**config.mk**
```make
export PLATFORM = sky130hd
export DESIGN_NAME = guid_text_parser
export DESIGN_NICKNAME = d
export VERILOG_FILES = /design/src/sv/gtp_pkg.sv /design/src/sv/guid_text_parser.sv
export SDC_FILE = /design/constraint.sdc
export NUM_CORES = 1
export LEC_CHECK = 0
export CAP_MARGIN = 20
export CORE_MARGIN = 2
export CORE_UTILIZATION = 30
export DETAILED_ROUTE_END_ITERATION = 16
export DONT_BUFFER_PORTS = 1
export GPL_TIMING_DRIVEN = 0
export MAX_ROUTING_LAYER = met4
export PLACE_DENSITY = 0.48
export SLEW_MARGIN = 20
export SYNTH_ARGS = -nofsm -noshare
export SYNTH_HDL_FRONTEND = slang
export SYNTH_SLANG_ARGS = --single-unit
```
**constraint.sdc**
```tcl
create_clock -name clk -period 4.58 [get_ports clk]
set_input_delay 0.229 -clock clk [delete_from_list [all_inputs] [get_ports clk]]
set_output_delay 0.229 -clock clk [all_outputs]
set_load 0.02 [all_outputs]
```
**src/sv/gtp_pkg.sv**
```systemverilog
// Package for the GUID text parser: style codes, FSM states, string templates
// and the hex digit decoder. No dependencies.
package gtp_pkg;

  localparam int POS_W = 7;
  localparam int TPL_MAX = 68;
  localparam logic [7:0] TPL_DIGIT = 8'h48;  // 'H' marks a hex digit position

  typedef enum logic [2:0] {
    STY_AUTO = 3'd0,
    STY_HEX  = 3'd1,
    STY_HYP  = 3'd2,
    STY_BRC  = 3'd3,
    STY_PAR  = 3'd4,
    STY_VAL  = 3'd5,
    STY_W64  = 3'd6,
    STY_BAD  = 3'd7
  } style_t;

  typedef enum logic [1:0] {
    ST_LOAD,
    ST_SCAN,
    ST_DONE
  } state_t;

  localparam logic [7:0] CH_LBRACE = 8'h7B;

  localparam logic [8*TPL_MAX-1:0] TPL_HEX = "HHHHHHHHHHHHHHHHHHHHHHHHHHHHHHHH";
  localparam logic [8*TPL_MAX-1:0] TPL_HYP = "HHHHHHHH-HHHH-HHHH-HHHH-HHHHHHHHHHHH";
  localparam logic [8*TPL_MAX-1:0] TPL_BRC = "{HHHHHHHH-HHHH-HHHH-HHHH-HHHHHHHHHHHH}";
  localparam logic [8*TPL_MAX-1:0] TPL_PAR = "(HHHHHHHH-HHHH-HHHH-HHHH-HHHHHHHHHHHH)";
  localparam logic [8*TPL_MAX-1:0] TPL_VAL =
    "{0xHHHHHHHH,0xHHHH,0xHHHH,{0xHH,0xHH,0xHH,0xHH,0xHH,0xHH,0xHH,0xHH}}";
  localparam logic [8*TPL_MAX-1:0] TPL_W64 = "HHHHHHHHHHHHHHHH-HHHHHHHHHHHHHHHH";

  function automatic logic [POS_W-1:0] style_len(style_t s);
    unique case (s)
      STY_HEX: return 7'd32;
      STY_HYP: return 7'd36;
      STY_BRC: return 7'd38;
      STY_PAR: return 7'd38;
      STY_VAL: return 7'd68;
      STY_W64: return 7'd33;
      default: return 7'd0;
    endcase
  endfunction

  // Template character at a position, first character is position 0.
  function automatic logic [7:0] tpl_char(style_t s, logic [POS_W-1:0] pos);
    logic [8*TPL_MAX-1:0] t;
    int sh;
    unique case (s)
      STY_HEX: t = TPL_HEX;
      STY_HYP: t = TPL_HYP;
      STY_BRC: t = TPL_BRC;
      STY_PAR: t = TPL_PAR;
      STY_VAL: t = TPL_VAL;
      STY_W64: t = TPL_W64;
      default: t = '0;
    endcase
    sh = 8 * (int'(style_len(s)) - 1 - int'(pos));
    if (sh < 0) begin
      return 8'h00;
    end
    return t[sh +: 8];
  endfunction

  // 0..15 for a hex digit, bit 4 set otherwise.
  function automatic logic [4:0] hex_value(logic [7:0] c);
    if (c >= 8'h30 && c <= 8'h39) begin
      return {1'b0, 4'(c - 8'h30)};
    end
    if (c >= 8'h61 && c <= 8'h66) begin
      return {1'b0, 4'(c - 8'h57)};
    end
    if (c >= 8'h41 && c <= 8'h46) begin
      return {1'b0, 4'(c - 8'h37)};
    end
    return 5'h10;
  endfunction

endpackage

```
**src/sv/guid_text_parser.sv**
```systemverilog
// GUID text parser top level: character store, style check and digit walk.
// Depends on gtp_pkg.
//
// Usage:
//  - Input: drive in_char_code/in_last_char with in_start high; a character
//    is taken on a clock edge where in_start is high and busy is low.
//  - Ordinary characters load one per cycle and busy stays low.
//  - On the character marked in_last_char the block goes busy. If length and
//    style agree it walks the stored string one character per cycle through
//    a single decode/compare/shift unit, reading through the one read port of
//    the character memory. A string rejected by length or style goes straight
//    to the result.
//  - Result: out_strobe is high for one cycle with out_guid_valid,
//    out_guid_high and out_guid_low (halves are zero when invalid). The
//    receiver cannot stall; the result must be taken in that cycle.
//  - Config: cfg_wr_en writes cfg_parse_style (0 auto, 1..6 fixed styles).
//    Write only while idle.
//  - Reset: character count and style clear, no result pending. The store
//    itself is not cleared; only written entries are ever read.
module guid_text_parser #(
  parameter int MAX_CHARS = 68
) (
  input  logic        clk,
  input  logic        rst_n,
  input  logic        in_start,
  output logic        busy,
  input  logic [7:0]  in_char_code,
  input  logic        in_last_char,
  output logic        out_strobe,
  output logic        out_guid_valid,
  output logic [63:0] out_guid_high,
  output logic [63:0] out_guid_low,
  input  logic        cfg_wr_en,
  input  logic [2:0]  cfg_parse_style
);

  localparam int CNT_W = $clog2(MAX_CHARS + 2);
  localparam int IDX_W = $clog2(MAX_CHARS);
  localparam int POS_W = gtp_pkg::POS_W;

  gtp_pkg::state_t state_r, state_nxt;
  gtp_pkg::style_t cfg_style_r;
  gtp_pkg::style_t style_r, style_nxt;

  logic [7:0]       mem [MAX_CHARS];
  logic [7:0]       rd_data_r;
  logic [IDX_W-1:0] rd_addr;

  logic [CNT_W-1:0] cnt_r, cnt_nxt, len;
  logic [7:0]       first_r, first_nxt;
  logic [POS_W-1:0] len_r, len_nxt;
  logic [POS_W-1:0] ptr_r, ptr_nxt;
  logic [POS_W-1:0] chk_r, chk_nxt;
  logic             rd_vld_r, rd_vld_nxt;
  logic             ok_r, ok_nxt;
  logic [127:0]     acc_r, acc_nxt;

  logic             accept, scan_en, issue, pre_ok, last_chk;
  logic [7:0]       tpl;
  logic [4:0]       hv;

  // Outputs of the sequencer
  always_comb begin
    busy       = 1'b1;
    out_strobe = 1'b0;
    scan_en    = 1'b0;
    unique case (state_r)
      gtp_pkg::ST_LOAD: busy = 1'b0;
      gtp_pkg::ST_SCAN: scan_en = 1'b1;
      gtp_pkg::ST_DONE: out_strobe = 1'b1;
      default: busy = 1'b1;
    endcase
  end

  assign accept = in_start && !busy;

  // Next state
  always_comb begin
    state_nxt = state_r;
    unique case (state_r)
      gtp_pkg::ST_LOAD: begin
        if (accept && in_last_char) begin
          state_nxt = pre_ok ? gtp_pkg::ST_SCAN : gtp_pkg::ST_DONE;
        end
      end
      gtp_pkg::ST_SCAN: begin
        if (last_chk) begin
          state_nxt = gtp_pkg::ST_DONE;
        end
      end
      gtp_pkg::ST_DONE: state_nxt = gtp_pkg::ST_LOAD;
      default: state_nxt = gtp_pkg::ST_LOAD;
    endcase
  end

  // Length and style resolution at the last character
  always_comb begin
    len = (cnt_r <= CNT_W'(MAX_CHARS)) ? cnt_r + CNT_W'(1) : cnt_r;
    style_nxt = cfg_style_r;
    if (cfg_style_r == gtp_pkg::STY_AUTO) begin
      case (len)
        CNT_W'(32): style_nxt = gtp_pkg::STY_HEX;
        CNT_W'(36): style_nxt = gtp_pkg::STY_HYP;
        CNT_W'(38): style_nxt = (first_r == gtp_pkg::CH_LBRACE) ?
                                gtp_pkg::STY_BRC : gtp_pkg::STY_PAR;
        CNT_W'(68): style_nxt = gtp_pkg::STY_VAL;
        CNT_W'(33): style_nxt = gtp_pkg::STY_W64;
        default:    style_nxt = gtp_pkg::STY_BAD;
      endcase
    end
    pre_ok = (style_nxt != gtp_pkg::STY_AUTO) && (style_nxt != gtp_pkg::STY_BAD) &&
             (len <= CNT_W'(MAX_CHARS)) &&
             (len == CNT_W'(gtp_pkg::style_len(style_nxt)));
  end

  // Load counters and scan datapath
  always_comb begin
    cnt_nxt    = cnt_r;
    first_nxt  = first_r;
    len_nxt    = len_r;
    ptr_nxt    = ptr_r;
    chk_nxt    = chk_r;
    rd_vld_nxt = 1'b0;
    ok_nxt     = ok_r;
    acc_nxt    = acc_r;

    tpl      = gtp_pkg::tpl_char(style_r, chk_r);
    hv       = gtp_pkg::hex_value(rd_data_r);
    issue    = scan_en && (ptr_r < len_r);
    last_chk = rd_vld_r && (chk_r == len_r - POS_W'(1));
    rd_addr  = IDX_W'(ptr_r);

    if (accept) begin
      if (cnt_r == '0) begin
        first_nxt = in_char_code;
      end
      if (in_last_char) begin
        cnt_nxt = '0;
        len_nxt = POS_W'(len);
        ptr_nxt = '0;
        ok_nxt  = pre_ok;
        acc_nxt = '0;
      end else begin
        cnt_nxt = len;
      end
    end

    if (issue) begin
      rd_vld_nxt = 1'b1;
      chk_nxt    = ptr_r;
      ptr_nxt    = ptr_r + POS_W'(1);
    end

    if (rd_vld_r) begin
      if (tpl == gtp_pkg::TPL_DIGIT) begin
        if (hv[4]) begin
          ok_nxt = 1'b0;
        end else begin
          acc_nxt = {acc_r[123:0], hv[3:0]};
        end
      end else if (rd_data_r != tpl) begin
        ok_nxt = 1'b0;
      end
    end
  end

  always_ff @(posedge clk) begin
    if (accept && (cnt_r < CNT_W'(MAX_CHARS))) begin
      mem[IDX_W'(cnt_r)] <= in_char_code;
    end
    rd_data_r <= mem[rd_addr];
  end

  always_ff @(posedge clk) begin
    if (!rst_n) begin
      state_r     <= gtp_pkg::ST_LOAD;
      cfg_style_r <= gtp_pkg::STY_AUTO;
      cnt_r       <= '0;
      rd_vld_r    <= 1'b0;
      ok_r        <= 1'b0;
    end else begin
      state_r  <= state_nxt;
      cnt_r    <= cnt_nxt;
      rd_vld_r <= rd_vld_nxt;
      ok_r     <= ok_nxt;
      if (cfg_wr_en) begin
        cfg_style_r <= gtp_pkg::style_t'(cfg_parse_style);
      end
    end
  end

  always_ff @(posedge clk) begin
    first_r <= first_nxt;
    len_r   <= len_nxt;
    ptr_r   <= ptr_nxt;
    chk_r   <= chk_nxt;
    acc_r   <= acc_nxt;
    if (accept && in_last_char) begin
      style_r <= style_nxt;
    end
  end

  assign out_guid_valid = ok_r;
  assign out_guid_high  = ok_r ? acc_r[127:64] : 64'd0;
  assign out_guid_low   = ok_r ? acc_r[63:0] : 64'd0;

endmodule

```
======== Yosys cells after proc, flatten, opt, wreduce, memory -nomap -nowiden ========
Memory sizes are Yosys's and may differ from the RTL's. A register that Yosys moved wholly into a read port is not among the register bits.
Cells that the tools add are included.
operators by class
  order comparisons ....................... 11
  muxes and demuxes ....................... 49
  shift-type cells ........................ 1
  equality and inequality tests ........... 27
  reductions and logical operators ........ 23
  add/subtract/negate cells ............... 8
operators with widths
  cell                                                                count
  case mux 543 bit (6 select lines)                                   1
  two-way mux 128 bit                                                 5
  variable part select 544 x 12 -> 8 bit                              1
  two-way mux 64 bit                                                  2
  case mux 7 bit (5 select lines)                                     2
  two-way mux 7 bit                                                   5
  two-way mux 5 bit                                                   6
  == test 7 x 6 -> 1 bit (second input constant)                      4
  two-way mux 1 bit                                                   19
  == test 3 bit (second input constant)                               6
  == test 8 x 7 -> 1 bit (second input constant)                      2
  greater-or-equal comparator 8 x 7 -> 1 bit (second input constant)  2
  <= comparator 8 x 7 -> 1 bit (second input constant)                2
  two-way mux 8 bit                                                   2
  case mux 3 bit (5 select lines)                                     1
  adder 7 x 1 -> 7 bit (second input constant)                        2
  == test 7 bit                                                       2
  <= comparator 7 bit (second input constant)                         2
  == test 3 x 2 -> 1 bit (second input constant)                      4
  < comparator 12 x 1 -> 1 bit (second input constant)                1
  logical AND 1 bit                                                   11
  subtractor 8 x 8 -> 9 bit                                           1
  greater-or-equal comparator 8 x 6 -> 1 bit (second input constant)  1
  <= comparator 8 x 6 -> 1 bit (second input constant)                1
  24 further kinds                                                    34
storage, ports and cells
  register bits after elaboration ......... 174
  output and inout port bits .............. 131
  RAM bits ................................ 544
  memories kept ........................... 1
  logic and storage cells ................. 131
memory list
  name  words  bits a word  rd ports  clocked after Yosys merged registers in  write ports  line                    source
  mem   68     8            1         1                                        1            guid_text_parser.sv:45  logic [7:0] mem [MAX_CHARS];

======== Depth between registers and ports, before layout ========
  depth in word-level cells ............... 15
  gate-level depth with buffers ........... 24
  depth with buffers taken out ............ 17

======== Least setup slack after synthesis ========
No wires, ideal clock.
  path type ............................... reg2reg
  from .................................... register style_r[2]
  to ...................................... register acc_r[100]
  period minus slack after synthesis ...... 4426 ps
  data arrival time ....................... 4304 ps
  setup slack ............................. 154 ps
  cell stages (with the launch flop) ...... 21
  cells stage by stage .................... edfxtp_1 -> buf_2 -> clkbuf_1 -> nand2_1 -> nand2_1 -> inv_1 -> ha_1 -> inv_1 -> ha_1 -> buf_2 -> nor2b_1 -> o22ai_2 -> xor2_1 -> nand2_2 -> or4_4 -> a221oi_4 -> o2111a_1 -> buf_6 -> buf_6 -> buf_2 -> o21ai_2
on the way
  word-level cells in the longest chain between the ends .. 11
RTL lines
  element                                                            line                     source
  start, declared                                                    guid_text_parser.sv:43   gtp_pkg::style_t style_r, style_nxt;
  start signal, assigned                                             guid_text_parser.sv:199  style_r <= style_nxt;
  branches (longest 7 deep; another with subtractor 8 x 8 -> 9 bit)  -
  two-way mux 8 bit (*)                                              gtp_pkg.sv:65            return t[sh +: 8];
  == test 8 x 7 -> 1 bit (*)                                         guid_text_parser.sv:155  if (tpl == gtp_pkg::TPL_DIGIT) begin
  two-way mux 128 bit (*)                                            guid_text_parser.sv:155
  two-way mux 128 bit (*)                                            guid_text_parser.sv:154  if (rd_vld_r) begin
  net acc_nxt[100]                                                   guid_text_parser.sv:56   logic [127:0] acc_r, acc_nxt;
  end signal, assigned                                               guid_text_parser.sv:197  acc_r <= acc_nxt;
  end, declared                                                      guid_text_parser.sv:56
Mark *: on every way through the listed nets, which the timed path passes.
A chain may end at the register's enable or synchronous reset.

======== Worst setup path after layout ========
  from .................................... register style_r[2]
  to ...................................... register acc_r[21]
Same word-level chain as after synthesis.

==> flow_summary.rst <==
.. list-table::
   :header-rows: 1

   * - Metric
     - Value
   * - Detailed router's first-iteration violation count
     - 1955
   * - Leading cell types by count after synthesis
     - sky130_fd_sc_hd__edfxtp_1, sky130_fd_sc_hd__nand2_1, sky130_fd_sc_hd__mux4_2
   * - Final Setup Violations
     - 0
   * - Number of sinks handled by clock tree synthesis
     - 726
   * - Worst Tran Pin Value
     - 1.093 ns
   * - Count of mapped cells out of synthesis
     - 2204
   * - Horiz. Die Dim
     - 329.8 µm
   * - Placement row count
     - 119
   * - Cell area reported after detailed placement
     - 33630 µm²
   * - Count of nets after finishing
     - 2383
   * - Sequential share of the synthesized area
     - 0.6374
   * - Timing-limited maximum frequency
     - 224.8 MHz
   * - DIE AREA
     - 108800 µm²
   * - Startpoint type of the worst setup path
     - flop
   * - CTS tree
     - built
   * - Maximum fanout along the worst path
     - 10
   * - Distinct cell type count after synthesis
     - 87
   * - Final ANT Viol Nets
     - 0
   * - Most used cell along the critical path
     - sky130_fd_sc_hd__buf_6
   * - Worst-Skew Late Latency
     - 0.64 ns
   * - Pin count of the biggest net entering global routing
     - 70
   * - Via-per-instance ratio
     - 5.122
   * - IR Drop Worst-Case VDD
     - 0.3150 mV
   * - Portion of synthesized cell area occupied by the leading cell type
     - 0.5431
   * - Dominant cell by count in the synthesized netlist
     - sky130_fd_sc_hd__edfxtp_1
   * - Main area contributors after synthesis
     - sky130_fd_sc_hd__edfxtp_1, sky130_fd_sc_hd__mux4_2, sky130_fd_sc_hd__dfxtp_1
   * - Crit path arrival time
     - 4.96 ns
   * - Final critical-path share of the clock period
     - 0.9712
   * - Number of hold violations in the final report
     - 0
   * - Buffer type at the clock tree root
     - sky130_fd_sc_hd__clkbuf_16
   * - Worst hold path type
     - input port to flop
   * - Max-capacitance violation count
     - 0
   * - Dominant cell type by area after synthesis
     - sky130_fd_sc_hd__edfxtp_1
   * - Number of warning messages in the yosys log
     - 0
   * - Overall track demand over capacity in global routing
     - 0.1638
   * - Worst setup startpoint
     - style_r[2]$_DFFE_PP_
   * - Synthesis-to-layout area growth
     - 17.53%
   * - Remaining global-route overflow
     - 0
   * - Start of the worst register-to-register path
     - style_r[2]$_DFFE_PP_
   * - Vertical extent of the die
     - 329.8 µm
   * - Iteration count of the initial detailed-routing pass
     - 5
   * - Clock slew at the register clock pins of the worst setup and hold paths
     - 0.06 ns
   * - Effective utilization at floorplan
     - 0.3025
   * - Clock buffer count from CTS
     - 81
   * - Avg Cell Area, Syn
     - 14.45 µm²
   * - Run status
     - finished clean
   * - Port Buffers
     - 0
   * - CP max-delay cell
     - sky130_fd_sc_hd__or4_4
   * - Final clock skew
     - 0.05348 ns
   * - Number of buffers on the longest clock path
     - 3
   * - Placer congestion estimate
     - 0.8957
   * - Post-layout minimum cycle time
     - 4.448 ns
   * - CP endpoint kind
     - flop
   * - Final std cell area, no fill
     - 37430 µm²
   * - CTS H-Tree Depth
     - 3
   * - Final max-slew violation count
     - 0
   * - Critical Setup Path Class
     - flop to flop
   * - Mapped Nets
     - 2241
   * - WP data required
     - 5.09 ns
   * - Wire length of the first global-routing pass
     - 129000 µm
   * - Cell-by-cell trace of the critical path
     - buf_6 > nand3b_1 > nand2_2 > inv_1 > ha_1 > inv_2 > ha_4 > buf_8 > a21oi_4 > o211ai_4 > buf_4 > and2_1 > buf_6 > or4_4 > a221oi_4 > o2111a_1 > buf_6 > buf_12 > buf_2 > nand2_1 > o21ai_0
   * - Start point of the worst hold path
     - in_start
   * - Number of enable-type register cells in the synthesized netlist
     - 576
   * - Wire per inst
     - 23.12 µm
   * - Hold slack final
     - 0.1305 ns
   * - Final wirelength
     - 87820 µm
   * - Final setup margin
     - 0.1320 ns
   * - Final design utilization
     - 0.3556
   * - Commonest register cell after synthesis
     - sky130_fd_sc_hd__edfxtp_1
   * - Remaining DRCs
     - 0
   * - Proportion of layout cells with a drive suffix above 1
     - 0.2455
   * - I/O pin count
     - 147
   * - Cell area after synthesis
     - 31850 µm²
   * - Worst-case setup slack after placement
     - -1.128 ns
   * - Leak pwr
     - 12.10 nW
   * - Async S/R FF share, synth
     - 0
   * - Tightest slew margin relative to the limit
     - 0.2694
   * - Count of state elements after synthesis
     - 726
   * - Placeable core region
     - 105300 µm²
   * - Delay of the slowest cell on the worst path
     - 0.57 ns
   * - Half-perimeter wire length after placement
     - 58330 µm
   * - Via count of the first global-routing pass
     - 19470
   * - Initial antenna violation count
     - 0
   * - Power Dens Cells
     - 388.0 nW/µm²
   * - Total via count in the routed design
     - 19460
==> stage by stage <==
stage               cells  power (W)  setup TNS (ns)
global placement     3595   0.008101         -166.61
CTS                  3777    0.01465               0
floorplan            2204   0.007836               0
detailed placement   3597   0.008099         -134.56
global route         3798    0.01500        -0.03181
finish               3799    0.01452               0
==> critical path: cells and delay by family, from the launching register on <==
| kind | cells | cell delay, ns |
|---|---|---|
| buffers and inverters | 9 | 1.26 |
| adder cells (fa/ha/maj) | 2 | 0.49 |
| AND/OR/NAND/NOR | 5 | 1.11 |
| AO/OA/AOI/OAI | 5 | 1.04 |
| flip-flops | 1 | 0.42 |
==> path summary, 6_finish.rpt <==
check / end / slack, ns / cells past startpoint
worst max register to register: acc_r[21]$_DFF_P_ / 0.13 / 21
worst min-delay path: cnt_r[0]$_SDFFE_PN0P_ / 0.13 / 4
worst min register to register: acc_r[28]$_DFF_P_ / 0.44 / 2
worst max-delay path: acc_r[21]$_DFF_P_ / 0.13 / 21
==> metal layers <==
metal	track usage	up-vias	routed length, µm
met3	0.02714	148	4918
met5	-	-	0
met2	0.2698	619	43260
li1	-	8673	-
met4	0.04200	0	2167
met1	0.2100	10020	37480
==> sequential cells by signal (all words and copies together) (netlist names) <==
register,count
acc_r,128
style_r,3
state_r,2
cfg_style_r,3
len_r,7
chk_r,7
ptr_r,7
first_r,8
cnt_r,7
rd_vld_r,1
rd_data_r,8
mem,544
out_guid_valid,1
==> power by group <==
part,leakage [nW],internal [W],switching [W]
sequential,6.40,0.00714,0.0000234
clock,1.26,0.00366,0.00270
combinational,4.44,0.000385,0.000618
total,12.1,0.0112,0.00334
==> area by class of cell <==
cell class / count / area, µm²
fillers: 10010 / 67840
flip-flops and latches: 726 / 20300
multi-input cells: 1294 / 10940
clock buffers: 100 / 2118
well taps: 1391 / 1740
repair buffers: 61 / 853.3
plain buffers: 141 / 844.6
clock inverters: 44 / 476.7
inverters: 41 / 157.7
diodes: 1 / 2.502
==> placed cells by master, fill, tap and decap left out, types with 10 or more instances in the layout <==
| master | instances |
|---|---|
| sky130_fd_sc_hd__a21oi_1 | 35 |
| sky130_fd_sc_hd__a31oi_1 | 15 |
| sky130_fd_sc_hd__and2_1 | 136 |
| sky130_fd_sc_hd__buf_1 | 17 |
| sky130_fd_sc_hd__buf_12 | 10 |
| sky130_fd_sc_hd__buf_16 | 10 |
| sky130_fd_sc_hd__buf_4 | 28 |
| sky130_fd_sc_hd__buf_6 | 10 |
| sky130_fd_sc_hd__clkbuf_1 | 86 |
| sky130_fd_sc_hd__clkbuf_16 | 89 |
| sky130_fd_sc_hd__clkbuf_2 | 12 |
| sky130_fd_sc_hd__clkbuf_4 | 13 |
| sky130_fd_sc_hd__clkinv_1 | 17 |
| sky130_fd_sc_hd__clkinv_2 | 13 |
| sky130_fd_sc_hd__dfxtp_1 | 150 |
| sky130_fd_sc_hd__dlygate4sd3_1 | 15 |
| sky130_fd_sc_hd__edfxtp_1 | 576 |
| sky130_fd_sc_hd__ha_1 | 18 |
| sky130_fd_sc_hd__inv_1 | 37 |
| sky130_fd_sc_hd__mux2i_1 | 14 |
| sky130_fd_sc_hd__mux4_2 | 176 |
| sky130_fd_sc_hd__nand2_1 | 238 |
| sky130_fd_sc_hd__nand2_2 | 74 |
| sky130_fd_sc_hd__nand3_1 | 29 |
| sky130_fd_sc_hd__nand4_1 | 11 |
| sky130_fd_sc_hd__nor2_1 | 112 |
| sky130_fd_sc_hd__nor2b_1 | 16 |
| sky130_fd_sc_hd__nor3_1 | 21 |
| sky130_fd_sc_hd__o211ai_1 | 13 |
| sky130_fd_sc_hd__o21ai_0 | 96 |
| sky130_fd_sc_hd__o21ai_2 | 71 |
| sky130_fd_sc_hd__xnor2_1 | 24 |
==> cell families after synthesis <==
group | share of synthesized area
multiplexers | 0.1320
adder cells (fa/ha/maj) | 0.008486
flip-flops | 0.6374
XOR/XNOR | 0.01116
AO/OA/AOI/OAI | 0.07362
buffers and inverters | 0.02778
AND/OR/NAND/NOR | 0.1095
==> what timing repair did <==
item | CTS | global route
setup buffers | 13 | 12
setup endpoints to repair | 129 | 128
gates cloned | 1 | 9
pin swaps | 7 | 15
hold buffers | 23 | 0
endpoints found under the hold margin | 563 | 0
resized for setup | 61 | 53
Note: power is estimated with default switching activity, not from simulation.
